File: src/design/snac_pkg.sv
`timescale 1ns / 1ps
package snac_pkg;
	localparam int Neurons = 1024;
	localparam int DelaySlots = 4;
	localparam int RefractoryTicks = 2;
	localparam int NW = 10;
	localparam int SW = 2;
	localparam int RW = 2;
	localparam int RingW = NW + SW;

	localparam logic [1:0] ACT_LOAD = 2'd0;
	localparam logic [1:0] ACT_SYN = 2'd1;
	localparam logic [1:0] ACT_TICK = 2'd2;
	localparam logic [1:0] ACT_RSVD = 2'd3;

	localparam logic [2:0] REG_REST = 3'd0;
	localparam logic [2:0] REG_LEAK = 3'd1;
	localparam logic [2:0] REG_TH_EXC = 3'd2;
	localparam logic [2:0] REG_SL_EXC = 3'd3;
	localparam logic [2:0] REG_BS_EXC = 3'd4;
	localparam logic [2:0] REG_TH_INH = 3'd5;
	localparam logic [2:0] REG_SL_INH = 3'd6;
	localparam logic [2:0] REG_BS_INH = 3'd7;

	typedef struct packed {
		logic [1:0] action;
		logic [9:0] neuron_index;
		logic [1:0] time_slot;
		logic signed [23:0] value;
		logic neuron_kind;
		logic [1:0] delay_ticks;
		logic [15:0] random_draw;
	} in_item_t;

	typedef struct packed {
		logic [9:0] out_neuron;
		logic fired;
		logic signed [23:0] potential;
	} out_item_t;

	typedef struct packed {
		logic [2:0] index;
		logic [23:0] data;
	} cfg_item_t;

	typedef struct packed {
		logic capture;
		logic read;
		logic compute;
		logic write;
		logic clear_step;
	} dp_cmd_t;

	typedef struct packed {
		logic clear_last;
		logic is_load;
	} dp_status_t;
endpackage

File: src/design/snac_ctrl.sv
`timescale 1ns / 1ps
module snac_ctrl (
	input logic clk,
	input logic arst_n,
	input logic in_valid,
	output logic in_ready,
	output logic out_valid,
	input logic out_ready,
	input snac_pkg::dp_status_t status,
	output snac_pkg::dp_cmd_t cmd
);
	import snac_pkg::*;

	typedef enum logic [2:0] {IDLE, READ, CALC, DECIDE, CLEAR} state_t;
	state_t state_q;
	logic out_free;

	assign in_ready = (state_q == IDLE);
	assign out_free = !out_valid || out_ready;
	always_comb begin
		cmd = '0;
		cmd.capture = in_ready && in_valid;
		cmd.read = state_q == READ;
		cmd.compute = state_q == CALC;
		cmd.write = (state_q == DECIDE) && out_free;
		cmd.clear_step = state_q == CLEAR;
	end

	// An item commits in DECIDE only once the result register can take its result;
	// a load item then sweeps its ring slots.
	always_ff @(posedge clk or negedge arst_n) begin
		if (!arst_n) begin
			state_q <= IDLE;
			out_valid <= 1'b0;
		end else begin
			case (state_q)
				IDLE: if (in_valid) state_q <= READ;
				READ: state_q <= CALC;
				CALC: state_q <= DECIDE;
				DECIDE: if (out_free) state_q <= status.is_load ? CLEAR : IDLE;
				CLEAR: if (status.clear_last) state_q <= IDLE;
				default: state_q <= IDLE;
			endcase
			if (cmd.write) out_valid <= 1'b1;
			else if (out_ready) out_valid <= 1'b0;
		end
	end
endmodule

File: config.mk
export PLATFORM = sky130hd
export DESIGN_NAME = snac_ctrl
export DESIGN_NICKNAME = d
export VERILOG_FILES = /design/src/design/snac_pkg.sv /design/src/design/snac_ctrl.sv
export SDC_FILE = /design/constraint.sdc
export NUM_CORES = 1
export LEC_CHECK = 0
export BUFFER_PORTS_ARGS = -buffer_cell sky130_fd_sc_hd__buf_2
export CAP_MARGIN = 20
export CORE_AREA = 2 2 39 41
export DETAILED_ROUTE_END_ITERATION = 6
export DIE_AREA = 0 0 41 43
export PLACE_DENSITY = 0.47
export SETUP_SLACK_MARGIN = 0.2
export SLEW_MARGIN = 20
export SYNTH_ARGS = -nofsm -noshare
export SYNTH_HDL_FRONTEND = slang
export SYNTH_SLANG_ARGS = --single-unit
File: constraint.sdc
create_clock -name clk -period 1.1 [get_ports clk]
set_clock_uncertainty 0.05 [all_clocks]
set_input_delay 0.055 -clock clk [delete_from_list [all_inputs] [get_ports clk]]
set_output_delay 0.055 -clock clk [all_outputs]
set_load 0.03 [all_outputs]
==> summary.md <==
| Metric | Value |
|---|---|
| Status | finished with violations |
| Failing checks | negative setup slack |
| Syn Std Cell Area | 239 um^2 |
| Worst-path maximum fanout | 4 |
| Synth area leaders | dfrtp_1 42%, buf_6 9.4%, nor3b_1 9.4% |
| CTS tree | built |
| Final worst path period share | 1.15 |
| Filler cells | 145 |
| Sequential fraction of design power | 0.204 |
| Core area | 1380 um^2 |
| Setup TNS | -0.898 ns |
| CTS H-tree depth | 1 |
| # port buffers | 12 |
| Worst-Margin Slew | 0.200 ns |
| Routability Congestion | 0.734 |
| Number of global-route vias before repair | 257 |
| Required @ worst endpoint | 1.00 ns |
| Total gr overflow | 0 |
| First-pass iteration count of the detailed router | 1 |
| Crit-path leading delay family | flip-flops |
| Ports | 13 |
| Mean post-synth cell area | 9.96 um^2 |
| Comb power frac | 0.676 |
| Routed Wire Length | 632 um |
| DRT iter0 DRCs | 0 |
| Slew margin rel. | 0.867 |
| Initial Util | 0.173 |
| Sequential fraction of the synthesis area | 0.419 |
| Startpoint Class | register |
| Largest net degree at the start of global routing | 8 |
| Post-Syn Nets | 30 |
| Unrepaired setup endpoints after global routing | yes |
| Max_cap viols | 0 |
| Ys Warns | 0 |
| Nature of the critical path endpoint | output port |
| Hold Crit Class | input pin to register |
| Vias after detailed routing | 260 |
| Die Y | 43 um |
| Final setup vio count | 7 |
| Placed instance area | 387 um^2 |
| Mapped Cells | 24 |
| Leakage | 0.229 nW |
| Minimum clock period | 1.26 ns |
| Final Max Tran Viols | 0 |
| Die Span X | 41 um |
| Pwr Density | 3270 nW/um^2 |
| Clock Latency Late Sink | 0.24 ns |
| Endpoints failing hold | 0 |
| Yosys top cell area share | 0.419 |
| Area leader, netlist | dfrtp_1 |
| Critical Path Max Stage Delay | 0.40 ns |
| Critical path class | register to output port |
| Sw Ratio | 0.423 |
| Clock sink total | 4 |
| Clk root buf | clkbuf_4 |
| Drt via density | 4.06 |
| Drt drc | 0 |
| Detail Route Antenna Nets | 0 |
| Layout cells sized above 1 | 0.771 |
| Int Pwr | 0.000953 W |
| Diode count | 0 |
| Nets | 55 |
| Initial antenna violation count | 0 |
| DIE AREA | 1760 um^2 |
| Critical-path top delay cell | dfrtp_1 |
| CP arrival | 1.16 ns |
| DP HPWL | 482 um |
| Most frequent CP cell | buf_6 |
| Maximum vdd drop | 1.13 mV |
| Post-layout util | 0.364 |
| #FFs+latches synth | 4 |
| Tot Pwr | 0.00165 W |
| Max Buffers Root-to-Sink | 2 |
| # rows | 14 |
| Area growth syn-to-layout | 111% |
| Crit path buf inv count | 2 |
| Setup ws final | -0.163 ns |
| First-pass GRT wire length | 1.04 mm |
| Clock power frac | 0.119 |
| Clk slew on worst S/H paths | 0.03 ns |
| Post-route cell area | 504 um^2 |
| CTS buffer count | 3 |
| Net load switching power | 0.000698 W |
| FMAX | 0.792 GHz |
| Gr usage total | 0.0917 |
| Drt wl/cell | 9.88 um |
| Unique masters post-synth | 16 |
| Worst path cell trace | buf_6 -> nor3_4 -> and2_4 -> buf_6 |
[cells in the final DEF, fill, tap and decap left out, drive strengths merged]
cell         count
o31ai            1
dlygate4sd3      1
nor3b            3
a31oi            1
clkbuf           4
nand3b           2
nor2b            1
nor3             1
nand2b           1
a21oi            1
inv              1
nand2            1
dfrtp            4
and2             1
buf             21
o21bai           2
or4b             1
nor2             1
[per-layer routing]
| layer | track usage | vias up | part of all wire |
|---|---|---|---|
| met5 | 0 | - | 0 |
| met2 | 0.138 | 7 | 0.59 |
| met4 | 0.100 | 0 | 0 |
| met3 | 0 | 0 | 0.040 |
| li1 | - | 135 | - |
| met1 | 0.104 | 118 | 0.37 |
[cells in the mapped netlist]
cell,count
a21oi_1,1
a31oi_1,1
and2_1,1
buf_6,2
dfrtp_1,4
inv_1,1
nand2_1,1
nand2b_1,1
nand3b_1,2
nor2_1,1
nor2b_1,1
nor3_1,1
nor3b_1,3
o21bai_1,2
o31ai_1,1
or4b_1,1
[worst register-to-register path, stage by stage (launching register included)]
cell and delay [ns]:
dfrtp_2 0.43, or4b_1 0.54, o31ai_2 0.07
[area by class of cell]
cell class	instances	area (um^2)	share of cell area
timing repair buffer	22	185	0.367
multi-input combinational	17	165	0.328
sequential	4	104	0.206
clock buffer	4	26.3	0.0521
tap	16	20.0	0.0397
inverter	1	3.75	0.00744
[registers in the layout, summed over array words and instances (netlist names)]
name / count
state_q: 3
out_valid: 1
[logic make-up after synthesis]
logic type,count (synthesis),share of synthesized area
buf+inv,3,0.110
compound gates,5,0.141
simple gates,12,0.330
flops,4,0.419
[power groups by stage]
stage | logic [W] | clock network (W) | registers (W)
3_5_place_dp | 0.000856 | 0 | 0.000321
5_1_grt | 0.00120 | 0.000218 | 0.000350
2_1_floorplan | 0.000611 | 0 | 0.000308
6_report | 0.00112 | 0.000197 | 0.000337
3_3_place_gp | 0.000853 | 0 | 0.000315
4_1_cts | 0.00103 | 0.000209 | 0.000340
[stage by stage]
stage | setup WS [ns] | hold WS (ns) | instances
6_report | -0.163 | 0.0229 | 64
5_1_grt | -0.229 | 0.0386 | 64
4_1_cts | -0.177 | 0.000442 | 63
3_5_place_dp | -0.0653 | -0.183 | 57
3_3_place_gp | -0.0579 | -0.186 | 57
2_1_floorplan | -0.113 | -0.291 | 24
[final timing paths]
kind                                         from                endpoint  slack, ns  cells after the start
max                        state_q[2]$_DFFE_PN0P_                  cmd[4]      -0.16                      4
min                                     status[0]  state_q[2]$_DFFE_PN0P_       0.02                      3
max reg2reg                state_q[1]$_DFFE_PN0P_  state_q[2]$_DFFE_PN0P_      -0.09                      2
min reg2reg                state_q[2]$_DFFE_PN0P_  state_q[0]$_DFFE_PN0P_       0.52                      2
max in group asynchronous                  arst_n  state_q[1]$_DFFE_PN0P_       0.76                      2
min in group asynchronous                  arst_n  state_q[0]$_DFFE_PN0P_       0.10                      2
[timing repair]
action	in CTS	in global routing
hold endpoints to repair	4	0
hold buffers	1	0
pin swaps	4	1
gates resized for setup	17	5
buffers inserted	1	1
setup endpoints to repair	11	11
(Power assumes the default switching activity.)
